**config.mk**
```make
export PLATFORM = sky130hd
export DESIGN_NAME = arpl_emit_flat
export DESIGN_NICKNAME = d
export VERILOG_FILES = /design/src/rtl/arpl_pkg.sv /design/src/rtl/arpl_out_if.sv /design/src/rtl/arpl_emit.sv /design/src/flat_wrapper.sv
export SDC_FILE = /design/constraint.sdc
export NUM_CORES = 1
export LEC_CHECK = 0
export BUFFER_PORTS_ARGS = -buffer_cell sky130_fd_sc_hd__buf_2
export CAP_MARGIN = 10
export CORE_UTILIZATION = 40
export DETAILED_ROUTE_END_ITERATION = 12
export GPL_TIMING_DRIVEN = 0
export PLACE_DENSITY_LB_ADDON = 0.2
export RECOVER_POWER = 100
export SYNTH_ARGS = -nofsm -noshare
export SYNTH_HDL_FRONTEND = slang
export SYNTH_SLANG_ARGS = --single-unit
```
**constraint.sdc**
```tcl
create_clock -name i_clk -period 1.7 [get_ports i_clk]
set_input_delay 0.255 -clock i_clk [delete_from_list [all_inputs] [get_ports i_clk]]
set_output_delay 0.255 -clock i_clk [all_outputs]
set_load 0.02 [all_outputs]
```
**src/rtl/arpl_pkg.sv**
```systemverilog
// ============================================================================
// Looper package
// Types, codes and constants shared by the looper modules.
// ============================================================================
package arpl_pkg;

    // Fixed field widths of the request channels.
    localparam int SAMPLE_W      = 16;
    localparam int OP_W          = 3;
    localparam int CHANNEL_W     = 3;
    localparam int MAX_SAMPLES_W = 20;
    localparam int OUT_CH_W      = 4;
    localparam int CFG_IDX_W     = 2;
    localparam int CFG_DATA_W    = 20;

    // Defaults for the top-level parameters.
    localparam int STORE_DEPTH_DEF  = 524288;
    localparam int MAX_CHANNELS_DEF = 8;

    // Register reset values.
    localparam logic [MAX_SAMPLES_W-1:0] MAX_SAMPLES_RST = 20'd480000;
    localparam logic [OUT_CH_W-1:0]      OUT_CH_RST      = 4'd2;

    // Input operation codes.
    typedef enum logic [OP_W-1:0] {
        OP_TICK       = 3'd0,
        OP_REC_START  = 3'd1,
        OP_REC_STOP   = 3'd2,
        OP_PLAY_START = 3'd3,
        OP_PLAY_STOP  = 3'd4
    } t_op;

    // Configuration register indexes.
    typedef enum logic [CFG_IDX_W-1:0] {
        CFG_MAX_SAMPLES  = 2'd0,
        CFG_OUT_CHANNELS = 2'd1
    } t_cfg_idx;

    // Tick descriptor held between the control stage and the channel emitter.
    typedef struct packed {
        logic valid;
        logic rd;
        logic rec;
        logic play;
    } t_s1_info;

endpackage

```
**src/rtl/arpl_out_if.sv**
```systemverilog
// ============================================================================
// Looper output channel
// Valid/ready channel that carries one per-channel sample request.
// ============================================================================
interface arpl_out_if;
    logic                                 valid;
    logic                                 ready;
    logic signed [arpl_pkg::SAMPLE_W-1:0] sample_out;
    logic [arpl_pkg::CHANNEL_W-1:0]       channel;
    logic                                 last;
    logic                                 is_recording;
    logic                                 is_playing;

    modport source (
        output valid, sample_out, channel, last, is_recording, is_playing,
        input  ready
    );
    modport sink (
        input  valid, sample_out, channel, last, is_recording, is_playing,
        output ready
    );
endinterface

```
**src/rtl/arpl_emit.sv**
```systemverilog
// ============================================================================
// Looper channel emitter
// Takes one tick descriptor and the read sample, and sends one result
// request per output channel.
// ============================================================================
module arpl_emit #(
    parameter int MAX_CHANNELS = arpl_pkg::MAX_CHANNELS_DEF,
    localparam int CH_W = (MAX_CHANNELS > 1) ? $clog2(MAX_CHANNELS) : 1
) (
    input  logic                          i_clk,
    input  logic                          i_rst_n,
    input  arpl_pkg::t_s1_info            i_s1,
    input  logic [CH_W-1:0]               i_s1_last_ch,
    input  logic [arpl_pkg::SAMPLE_W-1:0] i_ram_q,
    output logic                          o_take,
    arpl_out_if.source                    o_out
);

    logic                          r_busy;
    logic [CH_W-1:0]               r_ch;
    logic [CH_W-1:0]               r_last_ch;
    logic [arpl_pkg::SAMPLE_W-1:0] r_sample;
    logic                          r_rec;
    logic                          r_play;
    logic                          w_done;

    // A new tick may load when idle or when the last channel leaves now.
    assign w_done = o_out.ready && (r_ch == r_last_ch);
    assign o_take = !r_busy || w_done;

    always_ff @(posedge i_clk) begin
        if (!i_rst_n) begin
            r_busy <= 1'b0;
        end else if (o_take) begin
            r_busy <= i_s1.valid;
        end
    end

    // Channel counter and held result.
    always_ff @(posedge i_clk) begin
        if (o_take && i_s1.valid) begin
            r_ch      <= '0;
            r_last_ch <= i_s1_last_ch;
            r_sample  <= i_s1.rd ? i_ram_q : '0;
            r_rec     <= i_s1.rec;
            r_play    <= i_s1.play;
        end else if (r_busy && o_out.ready) begin
            r_ch <= r_ch + 1'b1;
        end
    end

    assign o_out.valid        = r_busy;
    assign o_out.sample_out   = r_sample;
    assign o_out.channel      = arpl_pkg::CHANNEL_W'(r_ch);
    assign o_out.last         = (r_ch == r_last_ch);
    assign o_out.is_recording = r_rec;
    assign o_out.is_playing   = r_play;

endmodule

```
**src/flat_wrapper.sv**
```systemverilog
// flat-port wrapper written by rule: the top's interface ports become plain ports
module arpl_emit_flat 
#(
    parameter int MAX_CHANNELS = arpl_pkg::MAX_CHANNELS_DEF,
    localparam int CH_W = (MAX_CHANNELS > 1) ? $clog2(MAX_CHANNELS) : 1
)
  (i_clk, i_rst_n, i_s1, i_s1_last_ch, i_ram_q, o_take, o_out_valid, o_out_sample_out, o_out_channel, o_out_last, o_out_is_recording, o_out_is_playing, o_out_ready);
  arpl_out_if o_out_i ();
  input  logic i_clk;
  input  logic i_rst_n;
  input  arpl_pkg::t_s1_info i_s1;
  input  logic [CH_W-1:0] i_s1_last_ch;
  input  logic [arpl_pkg::SAMPLE_W-1:0] i_ram_q;
  output logic o_take;
  output wire logic [$bits(o_out_i.valid)-1:0] o_out_valid;
  output wire logic [$bits(o_out_i.sample_out)-1:0] o_out_sample_out;
  output wire logic [$bits(o_out_i.channel)-1:0] o_out_channel;
  output wire logic [$bits(o_out_i.last)-1:0] o_out_last;
  output wire logic [$bits(o_out_i.is_recording)-1:0] o_out_is_recording;
  output wire logic [$bits(o_out_i.is_playing)-1:0] o_out_is_playing;
  input wire logic [$bits(o_out_i.ready)-1:0] o_out_ready;
  assign o_out_valid = o_out_i.valid;
  assign o_out_sample_out = o_out_i.sample_out;
  assign o_out_channel = o_out_i.channel;
  assign o_out_last = o_out_i.last;
  assign o_out_is_recording = o_out_i.is_recording;
  assign o_out_is_playing = o_out_i.is_playing;
  assign o_out_i.ready = o_out_ready;
  arpl_emit #(.MAX_CHANNELS(MAX_CHANNELS)) u_core (.i_clk(i_clk), .i_rst_n(i_rst_n), .i_s1(i_s1), .i_s1_last_ch(i_s1_last_ch), .i_ram_q(i_ram_q), .o_take(o_take), .o_out(o_out_i));
endmodule
```
==> flow_summary.rst, run 1 <==
.. list-table::
   :header-rows: 1

   * - Metric
     - Value
   * - Num CTS Buffers
     - 3
   * - CP Cell Sequence
     - xor2_1 -> nor3_4 -> a21bo_1 -> buf_6
   * - Syn nets
     - 97
   * - Top-count cell post-synth
     - sky130_fd_sc_hd__edfxtp_1
   * - Number of inserted filler cells in the final layout
     - 201
   * - Wire per inst
     - 12.4 microns
   * - # port buffers
     - 48
   * - Max cap viols
     - 0
   * - CP Capture Type
     - output pin
   * - Initial antenna violation count
     - 0
   * - Global route overflow
     - 0
   * - Worst slack at placement
     - 0.0438 ns
   * - Final-layout worst hold slack
     - 0.105 ns
   * - Category of the most critical setup path
     - flip-flop to output pin
   * - Global-route usage over all layers
     - 15.8%
   * - Simple-gate share of the synthesized area
     - 16.7%
   * - Share of synthesized area spent on multiplexers
     - 0%
   * - Violated checks
     - negative setup slack
   * - RSZ-0062 raised after global routing
     - true
   * - Dominant combinational cell family by area after synthesis
     - simple AND/OR/NAND/NOR gates
   * - Post-synth design cell area
     - 1020 sq um
   * - Adder-cell share of the synthesized area
     - 1.23%
   * - Final Cell Area
     - 1370 sq um
   * - CTS clock-pin slew for the worst setup and hold paths
     - 0.13 ns
   * - Xor and xnor fraction of the mapped netlist area
     - 2.58%
   * - DIE HEIGHT
     - 52.5 microns
   * - Nets@finish
     - 154
   * - Class of the worst hold path
     - input pin to flip-flop
   * - Via count of the first global-routing pass
     - 676
   * - Pwr per Cell Area
     - 932 nW/um^2
   * - Peak clock frequency supported by timing
     - 583 MHz
   * - Share of synthesized registers carrying an async set or reset
     - 0%
   * - Clock Latency Late Sink
     - 0.31 ns
   * - Total of flip-flops plus latches after synthesis
     - 25
   * - Overall via count from detail_route
     - 765
   * - Total power of the final layout
     - 1.28 mW
   * - Layout cell share with drive strength beyond 1
     - 35.7%
   * - Number of standard cells in the final layout excluding fillers
     - 154
   * - Post-synthesis cell count
     - 70
   * - Sinks on Clock Net
     - 25
   * - Post-synth top area share
     - 61.8%
   * - Sum Neg Setup Slack
     - -0.0160 ns
   * - Violation count after the first detailed-route iteration
     - 7
   * - Sequential share of the synthesized area
     - 69.7%
   * - CP arrival
     - 1.46 ns
   * - Most numerous cell types in the synthesized netlist
     - 21 x sky130_fd_sc_hd__edfxtp_1, 16 x sky130_fd_sc_hd__and2_1, 4 x sky130_fd_sc_hd__dfxtp_1
   * - Number of top-level pins
     - 50
   * - Core footprint
     - 2300 sq um
   * - Total number of H-tree levels
     - 1
   * - Initial standard-cell utilization of the core
     - 44.4%
   * - Wire length of the first global-routing pass
     - 3.02 mm
   * - Slew Viols, Final
     - 0
   * - DRC viols
     - 0
   * - Layout area overhead
     - 34.4%
   * - Most frequently used flop master after synthesis
     - sky130_fd_sc_hd__edfxtp_1
   * - Number of cells in the design after placement
     - 146
   * - Global placement routability congestion
     - 0.792
   * - Cell type contributing the most total cell area after synthesis
     - sky130_fd_sc_hd__edfxtp_1
   * - Complex-gate fraction of the synthesized area
     - 7.98%
   * - Yosys warning count
     - 0
   * - Final hold violations
     - 0
   * - Antenna fix cells
     - 0
   * - Placed Instance Area
     - 1310 sq um
   * - Post-layout utilization of the core
     - 59.6%
   * - Largest vdd supply drop
     - 0.547 mV
   * - Area of the multi-input gates
     - 332 sq um
   * - Peak per-stage delay on the critical path
     - 0.40 ns
   * - Run status
     - complete, but fails checks
   * - Count of TritonRoute iterations in the first routing pass
     - 4
   * - Cell at the slowest stage of the critical path
     - sky130_fd_sc_hd__edfxtp_1
   * - Buffer cell driving the clock tree root
     - sky130_fd_sc_hd__clkbuf_4
   * - Setup-failing EPs final
     - 1
   * - Number of buffers on the longest clock path
     - 2
   * - Largest cells by area after synthesis
     - sky130_fd_sc_hd__edfxtp_1 62%, sky130_fd_sc_hd__and2_1 9.8%, sky130_fd_sc_hd__dfxtp_1 7.9%
   * - Setup clock skew after layout
     - 0.00285 ns
   * - Leak Pwr
     - 0.554 nW
   * - Type of element launching the critical path
     - flip-flop
   * - Netlist cell types
     - 25
   * - Die width
     - 52.5 microns
   * - # rows
     - 17
   * - Worst-Margin Slew
     - 0.345 ns
   * - Maximum fanout along the worst path
     - 4
   * - Number of flops mapped to enable cells by yosys
     - 21
   * - Tcrit/Tclk final
     - 101%
   * - Die area
     - 2760 sq um
   * - Crit path time final
     - 1.72 ns
   * - Worst slew margin relative to its limit
     - 76.9%
   * - Post-CTS Hold Buffers
     - 0
   * - Overall routed net length
     - 1.91 mm
   * - Final antenna-violating net count
     - 0
   * - Via density
     - 4.97
   * - TritonCTS clock tree
     - done
   * - Detailed placement HPWL
     - 1.32 mm
   * - Average size of a mapped cell
     - 14.6 sq um
   * - Maximum number of pins on one net before global-route repair
     - 22
   * - Crit path required time
     - 1.44 ns
   * - Register area
     - 713 sq um
   * - Worst-case setup margin in the final layout
     - -0.0160 ns
-- what timing repair did --
item | in CTS | in global routing
pin swaps | 2 | 1
resized for setup | 3 | 3
gates cloned | 0 | 1
endpoints found under the setup margin | 2 | 23
setup buffers | 2 | 1
-- cell families (layout without fill, tap and decap cells) --
kind of cell	count (synthesis)	in the layout
adder cells (fa/ha/maj)	1	1
buffers and inverters	3	58
AO/OA/AOI/OAI	11	12
XOR/XNOR	3	3
flip-flops	25	25
AND/OR/NAND/NOR	27	27
-- state kept, by name (all words and copies together) (netlist names) --
signal,cells
u_core.o_out.is_recording,1
u_core.o_out.sample_out,16
u_core.o_out.is_playing,1
u_core.o_out.channel,3
u_core.o_out.valid,1
u_core.r_last_ch,3
-- cells in the final DEF, fill, tap and decap left out, types with 2 or more instances in the layout --
| master | count |
|---|---|
| sky130_fd_sc_hd__nor2b_1 | 2 |
| sky130_fd_sc_hd__nor3_1 | 2 |
| sky130_fd_sc_hd__clkbuf_1 | 21 |
| sky130_fd_sc_hd__edfxtp_1 | 21 |
| sky130_fd_sc_hd__clkbuf_4 | 3 |
| sky130_fd_sc_hd__buf_2 | 28 |
| sky130_fd_sc_hd__and2_1 | 6 |
| sky130_fd_sc_hd__buf_6 | 2 |
| sky130_fd_sc_hd__nor2_1 | 2 |
| sky130_fd_sc_hd__a31oi_1 | 3 |
| sky130_fd_sc_hd__dfxtp_1 | 2 |
| sky130_fd_sc_hd__xor2_2 | 2 |
| sky130_fd_sc_hd__buf_4 | 3 |
| sky130_fd_sc_hd__dfxtp_2 | 2 |
| sky130_fd_sc_hd__and2_0 | 10 |
| sky130_fd_sc_hd__a31o_4 | 2 |
-- critical path: cells and delay by family (launching register included) --
family / cells / cell delay, ns
AO/OA/AOI/OAI: 1 / 0.16
XOR/XNOR: 1 / 0.20
buffers and inverters: 1 / 0.11
flip-flops: 1 / 0.40
AND/OR/NAND/NOR: 1 / 0.28
-- where the power goes --
group / internal (mW) / switching, mW
sequential: 0.722 / 0.0303
combinational: 0.104 / 0.155
clock: 0.0918 / 0.173
total: 0.918 / 0.359
-- area by class of cell --
cell class	instances	area share [%]
sequential	25	52.1
multi-input combinational	43	24.2
timing repair buffer	51	17.9
tap	28	2.56
clock buffer	4	1.92
buffer	2	1.10
inverter	1	0.274
-- path summary, 6_finish.rpt --
path                           start                         end  slack, ns  depth (start not counted)
max              u_core.r_last_ch[2]                      o_take      -0.02                          4
min                          i_s1[0]     u_core.o_out.is_playing       0.11                          1
max reg2reg      u_core.r_last_ch[2]  u_core.o_out.sample_out[9]       0.11                          4
min reg2reg  u_core.o_out.channel[1]     u_core.o_out.channel[1]       0.64                          2
-- routing by layer --
metal  global-route usage [%]  part of all wire [%]
met2                     26.2                    51
met4                     9.21                   2.1
met5                        0                     0
met1                     18.8                    40
met3                     3.19                   6.4
(Power assumes the default switching activity.)
==> inputs of run 2 (changes only) <==
- ABC_AREA: unset -> 1
- RECOVER_POWER: 100 -> unset
- TNS_END_PERCENT: unset -> 1
==> run 2 against run 1 <==
Net effect:
- the flow still finishes with violations (negative setup slack)
- sequential power is 2.9% lower
- utilization is 1.6 points lower
- via count is 2.1% lower
- routed wire length is 10% lower
- design area is 1.7% lower
- critical path type is now flip-flop to flip-flop
- clock power is 5% lower
- largest power group unchanged
- synthesized cell count is 30% higher
- combinational power is 23% lower
- cell count is 12% higher
- total power is 7.4% lower
==> flow_summary.rst, run 2 <==
.. list-table::
   :header-rows: 1

   * - Metric
     - Value
   * - Slew Viols, Final
     - 0 (unchanged)
   * - # rows
     - 17 (unchanged)
   * - Via count of the first global-routing pass
     - 689 (was 676)
   * - Die area
     - 2770 sq um (was 2760 sq um)
   * - Syn nets
     - 118 (was 97)
   * - DRC viols
     - 0 (unchanged)
   * - Share of synthesized area spent on multiplexers
     - 0% (unchanged)
   * - Post-synth top area share
     - 61.5% (was 61.8%)
   * - Violated checks
     - negative setup slack (unchanged)
   * - Cell type contributing the most total cell area after synthesis
     - sky130_fd_sc_hd__edfxtp_1 (unchanged)
   * - Class of the worst hold path
     - input pin to flip-flop (unchanged)
   * - Worst-case setup margin in the final layout
     - -0.0483 ns (was -0.0160 ns)
   * - Post-layout utilization of the core
     - 58.1% (was 59.6%)
   * - Sinks on Clock Net
     - 25 (unchanged)
   * - Beginning of the worst register-to-register path
     - u_core.r_last_ch[1] (was u_core.r_last_ch[2])
   * - Detailed placement HPWL
     - 1.26 mm (was 1.32 mm)
   * - Worst slew margin relative to its limit
     - 61.4% (was 76.9%)
   * - Most numerous cell types in the synthesized netlist
     - 23 x sky130_fd_sc_hd__inv_1, 23 x sky130_fd_sc_hd__nand2_1, 21 x sky130_fd_sc_hd__edfxtp_1 (was 21 x sky130_fd_sc_hd__edfxtp_1, 16 x sky130_fd_sc_hd__and2_1, 4 x sky130_fd_sc_hd__dfxtp_1)
   * - Violation count after the first detailed-route iteration
     - 9 (was 7)
   * - Setup-failing EPs final
     - 11 (was 1)
   * - Global route overflow
     - 0 (unchanged)
   * - Wire per inst
     - 9.97 microns (was 12.4 microns)
   * - Antenna fix cells
     - 0 (unchanged)
   * - TritonCTS clock tree
     - done (unchanged)
   * - Worst-Margin Slew
     - 0.578 ns (was 0.345 ns)
   * - Total number of H-tree levels
     - 1 (unchanged)
   * - Number of flops mapped to enable cells by yosys
     - 21 (unchanged)
   * - Routing usage on met3
     - 4.93% (was 3.19%)
   * - Largest vdd supply drop
     - 0.568 mV (was 0.547 mV)
   * - Dominant combinational cell family by area after synthesis
     - simple AND/OR/NAND/NOR gates (unchanged)
   * - Global-route usage over all layers
     - 14.4% (was 15.8%)
   * - Complex-gate fraction of the synthesized area
     - 2.81% (was 7.98%)
   * - Layout area overhead
     - 31.4% (was 34.4%)
   * - Tcrit/Tclk final
     - 103% (was 101%)
   * - Total of flip-flops plus latches after synthesis
     - 25 (unchanged)
   * - Average size of a mapped cell
     - 11.3 sq um (was 14.6 sq um)
   * - Post-synth design cell area
     - 1020 sq um (about the same)
   * - Nets@finish
     - 172 (was 154)
   * - Initial standard-cell utilization of the core
     - 44.2% (was 44.4%)
   * - Num CTS Buffers
     - 3 (unchanged)
   * - Final hold violations
     - 0 (unchanged)
   * - Setup clock skew after layout
     - 0.00394 ns (was 0.00285 ns)
   * - Share of synthesized registers carrying an async set or reset
     - 0% (unchanged)
   * - Sequential share of the synthesized area
     - 69.4% (was 69.7%)
   * - Post-synthesis cell count
     - 91 (was 70)
   * - Netlist cell types
     - 16 (was 25)
   * - Met2 Use GR
     - 25.1% (was 26.2%)
   * - Initial antenna violation count
     - 0 (unchanged)
   * - Highest-count cells in the layout ignoring fill and taps
     - 49 x sky130_fd_sc_hd__buf_2, 23 x sky130_fd_sc_hd__inv_1, 23 x sky130_fd_sc_hd__nand2_1 (was 28 x sky130_fd_sc_hd__buf_2, 21 x sky130_fd_sc_hd__clkbuf_1, 21 x sky130_fd_sc_hd__edfxtp_1)
   * - Largest register FFs
     - 16 (unchanged)
   * - Post-CTS Hold Buffers
     - 0 (unchanged)
   * - CP Capture Type
     - flip-flop (was output pin)
   * - Number of buffers on the longest clock path
     - 2 (unchanged)
   * - Number of top-level pins
     - 50 (unchanged)
   * - Yosys warning count
     - 0 (unchanged)
   * - Overall via count from detail_route
     - 749 (was 765)
   * - Type of element launching the critical path
     - flip-flop (unchanged)
   * - Placed Instance Area
     - 1310 sq um (about the same)
   * - Category of the most critical setup path
     - flip-flop to flip-flop (was flip-flop to output pin)
   * - Final Cell Area
     - 1350 sq um (was 1370 sq um)
   * - Crit path time final
     - 1.75 ns (was 1.72 ns)
   * - Postcts setup bufs
     - 0 (was 2)
   * - Buffer cell driving the clock tree root
     - sky130_fd_sc_hd__clkbuf_4 (unchanged)
   * - Critical hold path startpoint
     - i_s1_last_ch[2] (was i_s1[0])
   * - Most used routing layer in global routing
     - met2 (unchanged)
   * - Clock Latency Late Sink
     - 0.30 ns (was 0.31 ns)
   * - Min-Delay Path Depth
     - 1 (unchanged)
   * - Simple-gate share of the synthesized area
     - 13.9% (was 16.7%)
   * - Wire length of the first global-routing pass
     - 2.75 mm (was 3.02 mm)
   * - Via density
     - 4.35 (was 4.97)
   * - GR Layer Usage met1
     - 15.2% (was 18.8%)
   * - Worst R2R Path Depth
     - 3 (was 4)
   * - Crit path required time
     - 1.65 ns (was 1.44 ns)
   * - Global placement routability congestion
     - 0.659 (was 0.792)
   * - CP arrival
     - 1.70 ns (was 1.46 ns)
   * - Leak Pwr
     - 0.724 nW (was 0.554 nW)
   * - Pwr per Cell Area
     - 878 nW/um^2 (was 932 nW/um^2)
   * - # port buffers
     - 48 (unchanged)
   * - Adder-cell share of the synthesized area
     - 1.22% (was 1.23%)
   * - Maximum fanout along the worst path
     - 10 (was 4)
   * - Count of TritonRoute iterations in the first routing pass
     - 3 (was 4)
   * - RSZ-0062 raised after global routing
     - true (unchanged)
   * - DIE HEIGHT
     - 52.6 microns (was 52.5 microns)
   * - Layout cell share with drive strength beyond 1
     - 45.1% (was 35.7%)
   * - Run status
     - complete, but fails checks (unchanged)
   * - CTS clock-pin slew for the worst setup and hold paths
     - 0.13 ns (about the same)
   * - Die width
     - 52.6 microns (was 52.5 microns)
   * - Most common library cell in the layout ignoring fill and taps
     - sky130_fd_sc_hd__buf_2 (unchanged)
   * - Max cap viols
     - 0 (unchanged)
   * - Number of inserted filler cells in the final layout
     - 208 (was 201)
   * - Largest cells by area after synthesis
     - sky130_fd_sc_hd__edfxtp_1 62%, sky130_fd_sc_hd__inv_1 8.4%, sky130_fd_sc_hd__nand2_1 8.4% (was sky130_fd_sc_hd__edfxtp_1 62%, sky130_fd_sc_hd__and2_1 9.8%, sky130_fd_sc_hd__dfxtp_1 7.9%)
   * - Final antenna-violating net count
     - 0 (unchanged)
   * - Xor and xnor fraction of the mapped netlist area
     - 2.56% (was 2.58%)
   * - Overall routed net length
     - 1.71 mm (was 1.91 mm)
   * - Maximum number of pins on one net before global-route repair
     - 14 (was 22)
   * - Core footprint
     - 2320 sq um (was 2300 sq um)
   * - Launching element of the worst setup path
     - u_core.r_last_ch[1] (was u_core.r_last_ch[2])
   * - Peak clock frequency supported by timing
     - 572 MHz (was 583 MHz)
   * - Most frequently used flop master after synthesis
     - sky130_fd_sc_hd__edfxtp_1 (unchanged)
-- run 2: kinds of logic (layout without fill, tap and decap cells) --
| family | Yosys count | in the layout |
|---|---|---|
| XOR/XNOR | 3 | 3 |
| adder cells (fa/ha/maj) | 1 | 1 |
| AO/OA/AOI/OAI | 5 | 6 |
| flip-flops | 25 | 25 |
| buffers and inverters | 27 | 79 |
| AND/OR/NAND/NOR | 30 | 30 |
-- run 2: final timing paths --
check | to | slack [ns]
worst max-delay path | u_core.r_last_ch[1] | -0.05
worst min-delay path | u_core.r_last_ch[2] | 0.12
worst max register to register | u_core.r_last_ch[1] | -0.05
worst min register to register | u_core.o_out.channel[1] | 0.59
-- run 2: worst max-delay path, stage by stage, from the launching register on --
cell,delay (ns)
sky130_fd_sc_hd__edfxtp_1,0.40
sky130_fd_sc_hd__xnor2_1,0.23
sky130_fd_sc_hd__nand4_2,0.23
sky130_fd_sc_hd__a21oi_2,0.54
-- run 2: what timing repair did --
| action | in CTS | in global routing |
|---|---|---|
| pin swaps | 1 | 0 |
| gates resized for setup | 0 | 0 |
| setup endpoints to repair | 21 | 11 |
| gates cloned | 1 | 0 |
-- run 2: metal layers --
layer  part of all wire (%)  wire [microns]
met5                      0               0
met3                    6.2             106
met4                   0.82              14
met1                     41             706
met2                     52             885
-- run 2: area by class of cell --
cell class / instances / area, sq um / share of cell area, %
Timing Repair Buffer: 48 / 240 / 17.8
Tap cell: 28 / 35.0 / 2.60
Multi-Input combinational cell: 40 / 230 / 17.1
Inverter: 25 / 93.8 / 6.97
Clock buffer: 4 / 26.3 / 1.95
Sequential cell: 25 / 711 / 52.8
Buffer: 2 / 10.0 / 0.743
-- run 2: power breakdown --
group          internal [mW]  switching (mW)  leakage, nW
clock                 0.0914           0.159       0.0150
sequential             0.710          0.0204        0.238
combinational         0.0741           0.126        0.472
-- run 2: metrics by stage --
stage,TNS [ns],power [mW],hold WS (ns),setup slack (ns),cells
5_1_grt,-1.60,1.24,0.0891,-0.155,172
3_5_place_dp,-1.75,0.945,0.434,-0.0837,167
4_1_cts,-0.611,1.20,0.107,-0.0617,172
6_report,-0.496,1.18,0.116,-0.0483,172
3_3_place_gp,-0.998,0.938,0.432,-0.0479,167
2_1_floorplan,0,0.866,0.346,0.00731,91
