--- src/rtl/arpl_pkg.sv ---
// ============================================================================
// Looper package
// Types, codes and constants shared by the looper modules.
// ============================================================================
package arpl_pkg;

    // Fixed field widths of the request channels.
    localparam int SAMPLE_W      = 16;
    localparam int OP_W          = 3;
    localparam int CHANNEL_W     = 3;
    localparam int MAX_SAMPLES_W = 20;
    localparam int OUT_CH_W      = 4;
    localparam int CFG_IDX_W     = 2;
    localparam int CFG_DATA_W    = 20;

    // Defaults for the top-level parameters.
    localparam int STORE_DEPTH_DEF  = 524288;
    localparam int MAX_CHANNELS_DEF = 8;

    // Register reset values.
    localparam logic [MAX_SAMPLES_W-1:0] MAX_SAMPLES_RST = 20'd480000;
    localparam logic [OUT_CH_W-1:0]      OUT_CH_RST      = 4'd2;

    // Input operation codes.
    typedef enum logic [OP_W-1:0] {
        OP_TICK       = 3'd0,
        OP_REC_START  = 3'd1,
        OP_REC_STOP   = 3'd2,
        OP_PLAY_START = 3'd3,
        OP_PLAY_STOP  = 3'd4
    } t_op;

    // Configuration register indexes.
    typedef enum logic [CFG_IDX_W-1:0] {
        CFG_MAX_SAMPLES  = 2'd0,
        CFG_OUT_CHANNELS = 2'd1
    } t_cfg_idx;

    // Tick descriptor held between the control stage and the channel emitter.
    typedef struct packed {
        logic valid;
        logic rd;
        logic rec;
        logic play;
    } t_s1_info;

endpackage

--- src/rtl/arpl_in_if.sv ---
// ============================================================================
// Looper input channel
// Valid/ready channel that carries one command or tick request.
// ============================================================================
interface arpl_in_if;
    logic                                valid;
    logic                                ready;
    logic [arpl_pkg::OP_W-1:0]           op;
    logic signed [arpl_pkg::SAMPLE_W-1:0] sample_in;
    logic                                play_reverse;
    logic                                play_loop;
    logic                                play_bounce;

    modport source (
        output valid, op, sample_in, play_reverse, play_loop, play_bounce,
        input  ready
    );
    modport sink (
        input  valid, op, sample_in, play_reverse, play_loop, play_bounce,
        output ready
    );
endinterface

--- src/rtl/arpl_ctrl.sv ---
// ============================================================================
// Looper control stage
// Holds the record/play state and configuration, decodes each request,
// drives the sample store and registers a descriptor for every tick.
// ============================================================================
module arpl_ctrl #(
    parameter int STORE_DEPTH  = arpl_pkg::STORE_DEPTH_DEF,
    parameter int MAX_CHANNELS = arpl_pkg::MAX_CHANNELS_DEF,
    localparam int ADDR_W = $clog2(STORE_DEPTH),
    localparam int CH_W   = (MAX_CHANNELS > 1) ? $clog2(MAX_CHANNELS) : 1
) (
    input  logic                              i_clk,
    input  logic                              i_rst_n,
    arpl_in_if.sink                           i_in,
    input  logic                              i_cfg_we,
    input  logic [arpl_pkg::CFG_IDX_W-1:0]    i_cfg_idx,
    input  logic [arpl_pkg::CFG_DATA_W-1:0]   i_cfg_data,
    input  logic                              i_take,
    output arpl_pkg::t_s1_info                o_s1,
    output logic [CH_W-1:0]                   o_s1_last_ch,
    output logic                              o_ram_we,
    output logic [ADDR_W-1:0]                 o_ram_waddr,
    output logic [arpl_pkg::SAMPLE_W-1:0]     o_ram_wdata,
    output logic                              o_ram_re,
    output logic [ADDR_W-1:0]                 o_ram_raddr
);

    localparam int LEN_W = $clog2(STORE_DEPTH + 1);

    // Configuration registers.
    logic [arpl_pkg::MAX_SAMPLES_W-1:0] r_max_samples;
    logic [arpl_pkg::OUT_CH_W-1:0]      r_out_ch;

    // Record and playback state.
    logic [LEN_W-1:0] r_len, n_len;
    logic [LEN_W-1:0] r_pos, n_pos;
    logic             r_rec, n_rec;
    logic             r_play, n_play;
    logic             r_rev, n_rev;
    logic             r_loop, n_loop;
    logic             r_bounce, n_bounce;

    // Tick descriptor stage.
    logic             r_s1_valid;
    logic             r_s1_rd;
    logic             r_s1_rec;
    logic             r_s1_play;
    logic [CH_W-1:0]  r_s1_last_ch;

    logic             w_fire;
    logic             w_tick;
    logic [31:0]      w_lim32;
    logic [LEN_W-1:0] w_limit;
    logic [LEN_W-1:0] w_pos_base;
    logic             w_rev_eff;
    logic [LEN_W-1:0] w_rd_idx;
    logic [CH_W-1:0]  w_last_ch;

    // The stage accepts a request when its tick slot is free or being drained.
    assign i_in.ready = !r_s1_valid || i_take;
    assign w_fire     = i_in.valid && i_in.ready;

    // Recording limit saturated to the store depth.
    always_comb begin
        w_lim32 = (32'(r_max_samples) > 32'(STORE_DEPTH)) ? 32'(STORE_DEPTH)
                                                          : 32'(r_max_samples);
        w_limit = LEN_W'(w_lim32);
    end

    // Index of the last channel: zero counts as one, large values saturate.
    always_comb begin
        if (r_out_ch == '0) begin
            w_last_ch = '0;
        end else if (32'(r_out_ch) > 32'(MAX_CHANNELS)) begin
            w_last_ch = CH_W'(MAX_CHANNELS - 1);
        end else begin
            w_last_ch = CH_W'(r_out_ch - 1'b1);
        end
    end

    // Next state, store access and tick decode.
    always_comb begin
        n_len       = r_len;
        n_pos       = r_pos;
        n_rec       = r_rec;
        n_play      = r_play;
        n_rev       = r_rev;
        n_loop      = r_loop;
        n_bounce    = r_bounce;
        w_tick      = 1'b0;
        o_ram_we    = 1'b0;
        o_ram_waddr = ADDR_W'(r_len);
        o_ram_wdata = i_in.sample_in;
        o_ram_re    = 1'b0;
        w_pos_base  = (r_pos >= r_len) ? '0 : r_pos;
        w_rev_eff   = (r_pos >= r_len && r_bounce) ? !r_rev : r_rev;
        w_rd_idx    = w_rev_eff ? (r_len - 1'b1 - w_pos_base) : w_pos_base;
        o_ram_raddr = ADDR_W'(w_rd_idx);
        if (w_fire) begin
            unique case (arpl_pkg::t_op'(i_in.op))
                arpl_pkg::OP_REC_START: begin
                    n_len  = '0;
                    n_pos  = '0;
                    n_play = 1'b0;
                    n_rec  = 1'b1;
                end
                arpl_pkg::OP_REC_STOP: begin
                    n_rec = 1'b0;
                end
                arpl_pkg::OP_PLAY_START: begin
                    n_rec    = 1'b0;
                    n_play   = 1'b1;
                    n_rev    = r_rev | i_in.play_reverse;
                    n_loop   = r_loop | i_in.play_loop;
                    n_bounce = r_bounce | i_in.play_bounce;
                end
                arpl_pkg::OP_PLAY_STOP: begin
                    n_play   = 1'b0;
                    n_rev    = 1'b0;
                    n_loop   = 1'b0;
                    n_bounce = 1'b0;
                    n_pos    = '0;
                end
                arpl_pkg::OP_TICK: begin
                    w_tick = 1'b1;
                    if (r_rec) begin
                        // Store the sample until the limit is reached.
                        if (r_len >= w_limit) begin
                            n_rec = 1'b0;
                        end else begin
                            o_ram_we = 1'b1;
                            n_len    = r_len + 1'b1;
                        end
                    end else if (r_play) begin
                        if (r_pos >= r_len && !r_loop) begin
                            n_play   = 1'b0;
                            n_rev    = 1'b0;
                            n_loop   = 1'b0;
                            n_bounce = 1'b0;
                            n_pos    = '0;
                        end else begin
                            // Advance the position, wrapping to the start and flipping direction in bounce mode.
                            n_rev = w_rev_eff;
                            n_pos = w_pos_base;
                            if (r_len != '0) begin
                                o_ram_re = 1'b1;
                                n_pos    = w_pos_base + 1'b1;
                            end
                        end
                    end
                end
                default: begin
                end
            endcase
        end
    end

    // State registers.
    always_ff @(posedge i_clk) begin
        if (!i_rst_n) begin
            r_len    <= '0;
            r_pos    <= '0;
            r_rec    <= 1'b0;
            r_play   <= 1'b0;
            r_rev    <= 1'b0;
            r_loop   <= 1'b0;
            r_bounce <= 1'b0;
        end else begin
            r_len    <= n_len;
            r_pos    <= n_pos;
            r_rec    <= n_rec;
            r_play   <= n_play;
            r_rev    <= n_rev;
            r_loop   <= n_loop;
            r_bounce <= n_bounce;
        end
    end

    // Configuration writes; indexes beyond the list are ignored.
    always_ff @(posedge i_clk) begin
        if (!i_rst_n) begin
            r_max_samples <= arpl_pkg::MAX_SAMPLES_RST;
            r_out_ch      <= arpl_pkg::OUT_CH_RST;
        end else if (i_cfg_we) begin
            if (i_cfg_idx == arpl_pkg::CFG_MAX_SAMPLES) begin
                r_max_samples <= i_cfg_data[arpl_pkg::MAX_SAMPLES_W-1:0];
            end else if (i_cfg_idx == arpl_pkg::CFG_OUT_CHANNELS) begin
                r_out_ch <= i_cfg_data[arpl_pkg::OUT_CH_W-1:0];
            end
        end
    end

    // Tick descriptor slot.
    always_ff @(posedge i_clk) begin
        if (!i_rst_n) begin
            r_s1_valid <= 1'b0;
        end else if (w_fire && w_tick) begin
            r_s1_valid <= 1'b1;
        end else if (i_take) begin
            r_s1_valid <= 1'b0;
        end
    end

    always_ff @(posedge i_clk) begin
        if (w_fire && w_tick) begin
            r_s1_rd      <= o_ram_re;
            r_s1_rec     <= n_rec;
            r_s1_play    <= n_play;
            r_s1_last_ch <= w_last_ch;
        end
    end

    assign o_s1.valid   = r_s1_valid;
    assign o_s1.rd      = r_s1_rd;
    assign o_s1.rec     = r_s1_rec;
    assign o_s1.play    = r_s1_play;
    assign o_s1_last_ch = r_s1_last_ch;

endmodule

--- src/flat_wrapper.sv ---
// flat-port wrapper written by rule: the top's interface ports become plain ports
module arpl_ctrl_flat 
#(
    parameter int STORE_DEPTH  = arpl_pkg::STORE_DEPTH_DEF,
    parameter int MAX_CHANNELS = arpl_pkg::MAX_CHANNELS_DEF,
    localparam int ADDR_W = $clog2(STORE_DEPTH),
    localparam int CH_W   = (MAX_CHANNELS > 1) ? $clog2(MAX_CHANNELS) : 1
)
  (i_clk, i_rst_n, i_cfg_we, i_cfg_idx, i_cfg_data, i_take, o_s1, o_s1_last_ch, o_ram_we, o_ram_waddr, o_ram_wdata, o_ram_re, o_ram_raddr, i_in_valid, i_in_op, i_in_sample_in, i_in_play_reverse, i_in_play_loop, i_in_play_bounce, i_in_ready);
  arpl_in_if i_in_i ();
  input  logic i_clk;
  input  logic i_rst_n;
  input  logic i_cfg_we;
  input  logic [arpl_pkg::CFG_IDX_W-1:0] i_cfg_idx;
  input  logic [arpl_pkg::CFG_DATA_W-1:0] i_cfg_data;
  input  logic i_take;
  output arpl_pkg::t_s1_info o_s1;
  output logic [CH_W-1:0] o_s1_last_ch;
  output logic o_ram_we;
  output logic [ADDR_W-1:0] o_ram_waddr;
  output logic [arpl_pkg::SAMPLE_W-1:0] o_ram_wdata;
  output logic o_ram_re;
  output logic [ADDR_W-1:0] o_ram_raddr;
  input wire logic [$bits(i_in_i.valid)-1:0] i_in_valid;
  input wire logic [$bits(i_in_i.op)-1:0] i_in_op;
  input wire logic [$bits(i_in_i.sample_in)-1:0] i_in_sample_in;
  input wire logic [$bits(i_in_i.play_reverse)-1:0] i_in_play_reverse;
  input wire logic [$bits(i_in_i.play_loop)-1:0] i_in_play_loop;
  input wire logic [$bits(i_in_i.play_bounce)-1:0] i_in_play_bounce;
  output wire logic [$bits(i_in_i.ready)-1:0] i_in_ready;
  assign i_in_i.valid = i_in_valid;
  assign i_in_i.op = i_in_op;
  assign i_in_i.sample_in = i_in_sample_in;
  assign i_in_i.play_reverse = i_in_play_reverse;
  assign i_in_i.play_loop = i_in_play_loop;
  assign i_in_i.play_bounce = i_in_play_bounce;
  assign i_in_ready = i_in_i.ready;
  arpl_ctrl #(.STORE_DEPTH(STORE_DEPTH), .MAX_CHANNELS(MAX_CHANNELS)) u_core (.i_clk(i_clk), .i_rst_n(i_rst_n), .i_in(i_in_i), .i_cfg_we(i_cfg_we), .i_cfg_idx(i_cfg_idx), .i_cfg_data(i_cfg_data), .i_take(i_take), .o_s1(o_s1), .o_s1_last_ch(o_s1_last_ch), .o_ram_we(o_ram_we), .o_ram_waddr(o_ram_waddr), .o_ram_wdata(o_ram_wdata), .o_ram_re(o_ram_re), .o_ram_raddr(o_ram_raddr));
endmodule
--- config.mk ---
export PLATFORM = sky130hd
export DESIGN_NAME = arpl_ctrl_flat
export DESIGN_NICKNAME = d
export VERILOG_FILES = /design/src/rtl/arpl_pkg.sv /design/src/rtl/arpl_in_if.sv /design/src/rtl/arpl_ctrl.sv /design/src/flat_wrapper.sv
export SDC_FILE = /design/constraint.sdc
export NUM_CORES = 1
export LEC_CHECK = 0
export BUFFER_PORTS_ARGS = -buffer_cell sky130_fd_sc_hd__buf_2
export CORE_MARGIN = 2
export CORE_UTILIZATION = 38
export CTS_CLUSTER_DIAMETER = 60
export DETAILED_ROUTE_END_ITERATION = 12
export PLACE_DENSITY = 0.55
export RECOVER_POWER = 25
export SKIP_CTS_REPAIR_TIMING = 1
export SLEW_MARGIN = 20
export SYNTH_ARGS = -nofsm -noshare
export SYNTH_HDL_FRONTEND = slang
export SYNTH_SLANG_ARGS = --single-unit
--- constraint.sdc ---
create_clock -name i_clk -period 6.49 [get_ports i_clk]
set_input_delay 1.298 -clock i_clk [delete_from_list [all_inputs] [get_ports i_clk]]
set_output_delay 1.298 -clock i_clk [all_outputs]
set_load 0.05 [all_outputs]
==> summary.md, run 1 <==
| Metric | Value |
|---|---|
| Status | `completed` |
| R2r endpoint | `u_core.r_len[17]$_SDFFE_PN0P_` |
| Reg2Reg Depth | `13` |
| Reg2reg setup slack | `1.73 ns` |
| Die W | `132 µm` |
| Final clock skew | `0.00786 ns` |
| DP Area | `6620 µm²` |
| Dominant synthesized flop cell | `dfxtp_1` |
| Top-area cell type share of the netlist area | `22.6%` |
| Skew-Pair Late Insertion Delay | `0.35 ns` |
| Residual DRC count | `0` |
| Num CTS Buffers | `9` |
| Final period utilization | `93.6%` |
| Global route overflow | `0` |
| Setup_tns | `0 ns` |
| Via-per-instance ratio | `5.48` |
| Max Freq | `165 MHz` |
| Number of I/O pins | `113` |
| Detailed Route Iter0 Violations | `303` |
| Drt total wl | `19000 µm` |
| First-pass GRT wire length | `30300 µm` |
| # setup viols final | `0` |
| Hold Path Class | `flip-flop to flip-flop` |
| Nets | `976` |
| Storage cell area | `1580 µm²` |
| Switching Fraction | `26.5%` |
| Cells after Synth | `821` |
| Clock transition at path regs | `0.06 ns` |
| Worst Min Path Start | `u_core.r_max_samples[0]$_SDFFE_PN0P_` |
| GRT Util Overall | `22.2%` |
| Hold endpoint | `u_core.r_max_samples[0]$_SDFFE_PN0P_` |
| Initial core utilization | `39.0%` |
| Leak Pwr | `2.95 nW` |
| Ant diodes | `0` |
| CTS root buf | `clkbuf_16` |
| Placer Congestion | `0.923` |
| Synthesized cell area | `6190 µm²` |
| RSZ-0062 raised after global routing | `no` |
| Crit. End Element | `output port` |
| Max-cap violations | `0` |
| CP startpoint | `u_core.r_len[17]$_SDFFE_PN0P_` |
| Crit Path Max Fanout | `8` |
| Seq cells post-synth | `76` |
| Worst-Margin Slew | `0.811 ns` |
| Part of the power in the clock network | `47.6%` |
| Netlist cell types | `72` |
| Vias in the first global route | `5653` |
| CTS tree | `yes` |
| Number of antenna violations at the first check in global routing | `0` |
| Via count | `5939` |
| Yosys warnings | `0` |
| Area of the multi-input gates | `4060 µm²` |
| Fin. max-slew vios | `0` |
| Die Ht | `132 µm` |
| DP Wirelength | `14700 µm` |
| Filler cells | `1703` |
| Syn_area_per_cell | `7.54 µm²` |
| I/O Buffers | `80` |
| Largest net degree at the start of global routing | `31` |
| Syn Nets | `933` |
| Register area share after synthesis | `25.5%` |
| Area Growth Syn to Fin | `12.4%` |
| Hold path cells | `2` |
| Final ANT Viol Nets | `0` |
| CP required | `5.19 ns` |
| Fin. Hold Viols | `0` |
| CP arrival | `4.78 ns` |
| P_int | `0.000883 W` |
| WL/cell | `17.5 µm` |
| Site row count | `46` |
| NetSw | `0.000319 W` |
| Ys async rst share | `0%` |
| Post-synth EDFFs | `6` |
| Post-route cell area | `6960 µm²` |
| Die area | `17300 µm²` |
| Clock Sinks | `76` |
| PwrDens | `173 nW/µm²` |
| WS Path Type | `flip-flop to output port` |
| Combinational fraction of design power | `11.8%` |
| Layout cells sized above 1 | `14.6%` |
| Critical Path Start Type | `flip-flop` |
| Period minus WS final | `6.08 ns` |
| Core Region | `15900 µm²` |
| Synth area leader | `dfxtp_1` |
| Relative slew slack | `45.9%` |
| H-Tree Depth | `3` |
| Max rail drop VDD | `0.108 mV` |
| Worst R2R Start | `u_core.r_max_samples[18]$_SDFFE_PN1P_` |
| Bufs on Longest Clock Path | `2` |
| Drt pass-1 iters | `5` |
| Dominant cells by area after synthesis | `dfxtp_1, ha_1, nand2_1` |
| Reg power frac | `40.7%` |
placed cells by master (no fill, tap or decap), drive strengths merged, types with 15 or more instances in the layout:
master,synthesis,final
nand3,29,29
a21oi,63,63
clkbuf,22,20
xnor2,20,20
o21ai,51,51
nand2,145,145
o211ai,15,15
inv,39,39
buf,49,93
dfxtp,70,70
nor2,50,50
ha,62,62
cell usage after synthesis, types with 11 or more instances:
library cell	n
clkbuf_1	22
a21oi_1	63
o211ai_1	15
o21ai_0	48
nand2_1	145
ha_1	62
a21o_1	11
nand3_1	29
nand4_1	11
buf_4	40
nor2_1	49
inv_1	39
dfxtp_1	70
xnor2_1	20
sequential cells by signal, summed over array words and instances (netlist names), 3 cells and up:
name and cells:
u_core.o_s1_last_ch 3, u_core.r_len 20, u_core.r_pos 20, u_core.r_max_samples 20, u_core.r_out_ch 4
layout make-up:
| type | instances | area share, % |
|---|---|---|
| well taps | 216 | 3.88 |
| clock inverters | 5 | 1.20 |
| flip-flops and latches | 76 | 22.7 |
| multi-input cells | 634 | 58.4 |
| inverters | 40 | 2.16 |
| repair buffers | 103 | 8.07 |
| clock buffers | 10 | 3.60 |
worst max path at each step:
stage | slack (ns) | end | cells after the start
final | 0.41 | o_ram_raddr[12] | 19
after global routing | 0.08 | o_ram_raddr[12] | 19
after floorplan | 0.18 | o_ram_raddr[18] | 19
after global placement | 0.69 | o_ram_raddr[18] | 18
after detailed placement | 0.54 | o_ram_raddr[18] | 18
after CTS | 0.15 | o_ram_raddr[18] | 18
power groups by stage:
stage / combinational [W] / sequential [W] / clock [W]
final: 0.000142 / 0.000489 / 0.000572
after global routing: 0.000155 / 0.000490 / 0.000600
after CTS: 0.000142 / 0.000489 / 0.000582
after detailed placement: 0.000142 / 0.000499 / 0
after global placement: 0.000142 / 0.000499 / 0
after floorplan: 0.000129 / 0.000497 / 0
layer usage:
layer | vias to the layer above | share of wire, % | global-route usage, %
met4 | 0 | 3.4 | 9.00
met2 | 165 | 44 | 35.4
li1 | 3008 | - | -
met5 | - | 0 | 0
met3 | 39 | 5.0 | 4.75
met1 | 2727 | 48 | 29.0
worst max-delay path, stage by stage, from the launching register on:
cell	delay (ns)
dfxtp_1	0.45
inv_1	0.07
ha_1	0.33
a21oi_1	0.17
o21ai_0	0.18
a211oi_2	0.29
o31ai_2	0.15
nand2_2	0.15
nand2_1	0.11
ha_1	0.24
fa_1	0.44
a211oi_1	0.38
o211ai_1	0.18
a31oi_1	0.25
o21bai_1	0.12
a21oi_1	0.19
xnor2_1	0.16
a21boi_0	0.10
o21ai_0	0.17
buf_2	0.30
through the flow:
| step | total power (W) | util [%] | worst slack, ns | hold WS [ns] | instances |
|---|---|---|---|---|---|
| finish | 0.00120 | 43.8 | 0.414 | 0.476 | 1084 |
| global route | 0.00125 | 43.8 | 0.0777 | 0.503 | 1084 |
| CTS | 0.00121 | 43.8 | 0.145 | 0.480 | 1084 |
| detailed placement | 0.000641 | 41.7 | 0.543 | 0.467 | 1069 |
| global placement | 0.000641 | 41.7 | 0.687 | 0.459 | 1069 |
| floorplan | 0.000627 | - | 0.180 | 0.445 | 821 |
cells by family (layout without fill, tap and decap cells):
family	after synthesis	in the layout	share of synthesized area [%]
and+or+nand+nor	315	315	24.1
muxes	6	6	0.970
AOI/OAI and AO/OA	224	224	23.6
DFF	76	76	25.5
buffers and inverters	111	158	9.27
xor gates and xnor gates	26	26	3.68
adders and majority gates	63	63	12.8
Power figures use the tool's default switching activity.
==> run 2, diff against run 1 <==
--- a/config.mk
+++ b/config.mk
@@ -10,6 +10,7 @@
 export CORE_UTILIZATION = 38
 export CTS_CLUSTER_DIAMETER = 60
 export DETAILED_ROUTE_END_ITERATION = 12
+export MAX_ROUTING_LAYER = met4
 export PLACE_DENSITY = 0.55
 export RECOVER_POWER = 25
 export SKIP_CTS_REPAIR_TIMING = 1
==> run 2 against run 1 <==
Sequential power hardly changed. Via count is 0.24% higher. Wire length is 0.19% lower. Critical path type unchanged. Highest routed layer unchanged.
==> summary.md, run 2 (synthesis results as in run 1) <==
| Metric | Value |
|---|---|
| Fin. max-slew vios | `0` |
| WL/cell | `17.5 µm` |
| Worst Min Path Start | `u_core.r_max_samples[0]$_SDFFE_PN0P_` |
| Final clock skew | `0.0113 ns` |
| NetSw | `0.000334 W` |
| Crit path cell chain | `inv_1 -> ha_1 -> a21oi_1 -> o21ai_0 -> a211oi_2 -> o31ai_1 -> nand2_2 -> buf_6 -> nand2_1 -> ha_1 -> nand2_1 -> nor4b_2 -> nand3_1 -> a311o_1 -> nand3_1 -> o21ai_0 -> o32ai_1 -> buf_2` |
| CP required | `5.19 ns` |
| Setup_tns | `0 ns` |
| H-Tree Depth | `3` |
| Drt pass-1 iters | `5` |
| M1 GR Usage | `29.0%` |
| Via count | `5953` |
| Largest net degree at the start of global routing | `31` |
| Reg2reg setup slack | `1.75 ns` |
| Top Registers | `u_core.r_len x20, u_core.r_max_samples x20, u_core.r_pos x20` |
| CTS tree | `yes` |
| Worst-Margin Slew | `0.901 ns` |
| Die W | `132 µm` |
| Final ANT Viol Nets | `0` |
| Hold Path Class | `flip-flop to flip-flop` |
| DP Wirelength | `14800 µm` |
| Hold path cells | `2` |
| Max-cap violations | `0` |
| Delay-heaviest family, CP | `compound AO/OA/AOI/OAI gates` |
| Switching Fraction | `28.4%` |
| Crit Path Max Fanout | `30` |
| Most Used Layer, Global Route | `met2` |
| Crit. End Element | `output port` |
| Max Freq | `163 MHz` |
| PwrDens | `169 nW/µm²` |
| CTS root buf | `clkbuf_16` |
| Hold endpoint | `u_core.r_max_samples[0]$_SDFFE_PN0P_` |
| RSZ-0062 raised after global routing | `no` |
| Period minus WS final | `6.12 ns` |
| Area Growth Syn to Fin | `12.4%` |
| Nets | `978` |
| Die Ht | `132 µm` |
| Skew-Pair Late Insertion Delay | `0.36 ns` |
| Hold slack | `0.473 ns` |
| I/O Buffers | `80` |
| Final period utilization | `94.3%` |
| Drt total wl | `19000 µm` |
| Residual DRC count | `0` |
| Die area | `17300 µm²` |
| Slowest stage delay, CP | `0.46 ns` |
| Worst R2R Start | `u_core.r_max_samples[17]$_SDFFE_PN1P_` |
| GRT Util Overall | `23.0%` |
| R2r endpoint | `u_core.r_len[19]$_SDFFE_PN0P_` |
| Most common cell after layout, fill and taps aside | `nand2_1` |
| Max stage delay cell, worst path | `dfxtp_1` |
| Reg power frac | `41.6%` |
| Number of antenna violations at the first check in global routing | `0` |
| # setup viols final | `0` |
| Clock Sinks | `76` |
| Fin. Hold Viols | `0` |
| CP arrival | `4.82 ns` |
| Detailed Route Iter0 Violations | `378` |
| Reg2Reg Depth | `13` |
| Part of the power in the clock network | `46.3%` |
| Post-route cell area | `6960 µm²` |
| Util after Layout | `43.8%` |
| Ant diodes | `0` |
| Via-per-instance ratio | `5.48` |
| Relative slew slack | `39.9%` |
| Met3 global-route usage | `3.40%` |
| Critical Path Start Type | `flip-flop` |
| WS Path Type | `flip-flop to output port` |
| Number of I/O pins | `113` |
| Status | `completed` |
| Worst path bufs/invs | `3` |
| DP Area | `6630 µm²` |
| Layout cells sized above 1 | `14.9%` |
| Bufs on Longest Clock Path | `2` |
| Vias in the first global route | `5666` |
| Core Region | `15900 µm²` |
| Clock transition at path regs | `0.07 ns` |
| Num CTS Buffers | `9` |
| Max rail drop VDD | `0.116 mV` |
| Site row count | `46` |
| Most frequent cells in the layout | `nand2_1, buf_2, dfxtp_1` |
| Leak Pwr | `2.96 nW` |
| P_int | `0.000841 W` |
| Placer Congestion | `0.912` |
| Global route overflow | `0` |
| First-pass GRT wire length | `30600 µm` |
| Combinational fraction of design power | `12.1%` |
| Initial core utilization | `39.0%` |
| Met2 usage | `37.0%` |
run 2: per-stage QoR:
step	worst slack (ns)	total power (W)	std cells
6_report	0.371	0.00118	1087
5_1_grt	0.00845	0.00122	1087
4_1_cts	0.103	0.00119	1087
3_5_place_dp	0.490	0.000641	1071
3_3_place_gp	0.614	0.000641	1071
2_1_floorplan	0.180	0.000627	821
run 2: power by group through the flow:
stage	clock network [W]	logic, W	registers [W]
3_3_place_gp	0	0.000142	0.000499
2_1_floorplan	0	0.000129	0.000497
5_1_grt	0.000570	0.000156	0.000490
3_5_place_dp	0	0.000142	0.000499
4_1_cts	0.000554	0.000142	0.000489
6_report	0.000545	0.000142	0.000489
run 2: final cells by class:
cell class,count,area (µm²)
Clock buffer,10,239
Inverter,40,150
Sequential cell,76,1580
Fill cell,1694,8920
Multi-Input combinational cell,634,4060
Timing Repair Buffer,105,579
Tap cell,216,270
Clock inverter,6,78.8
run 2: routing by layer:
layer	up-vias	routed length (µm)
li1	3017	-
met1	2741	8750
met2	167	8730
met3	28	967
met4	0	527
met5	-	0
run 2: worst reg2reg max path, delay by kind of cell, from the launching register on:
kind	cells	cell delay [ns]
compound gates	8	2.87
simple gates	4	1.13
flops	1	0.33
fa+ha+maj	1	0.32
run 2: how the worst max path moves through the flow:
stage / from / to / depth (start not counted)
floorplan: u_core.r_len[18]$_SDFFE_PN0P_ / o_ram_raddr[18] / 19
global placement: u_core.r_len[17]$_SDFFE_PN0P_ / o_ram_raddr[18] / 18
detailed placement: u_core.r_len[17]$_SDFFE_PN0P_ / o_ram_raddr[18] / 18
CTS: u_core.r_len[17]$_SDFFE_PN0P_ / o_ram_raddr[18] / 18
global route: u_core.r_len[17]$_SDFFE_PN0P_ / o_ram_raddr[12] / 19
finish: u_core.r_len[17]$_SDFFE_PN0P_ / o_ram_raddr[18] / 18
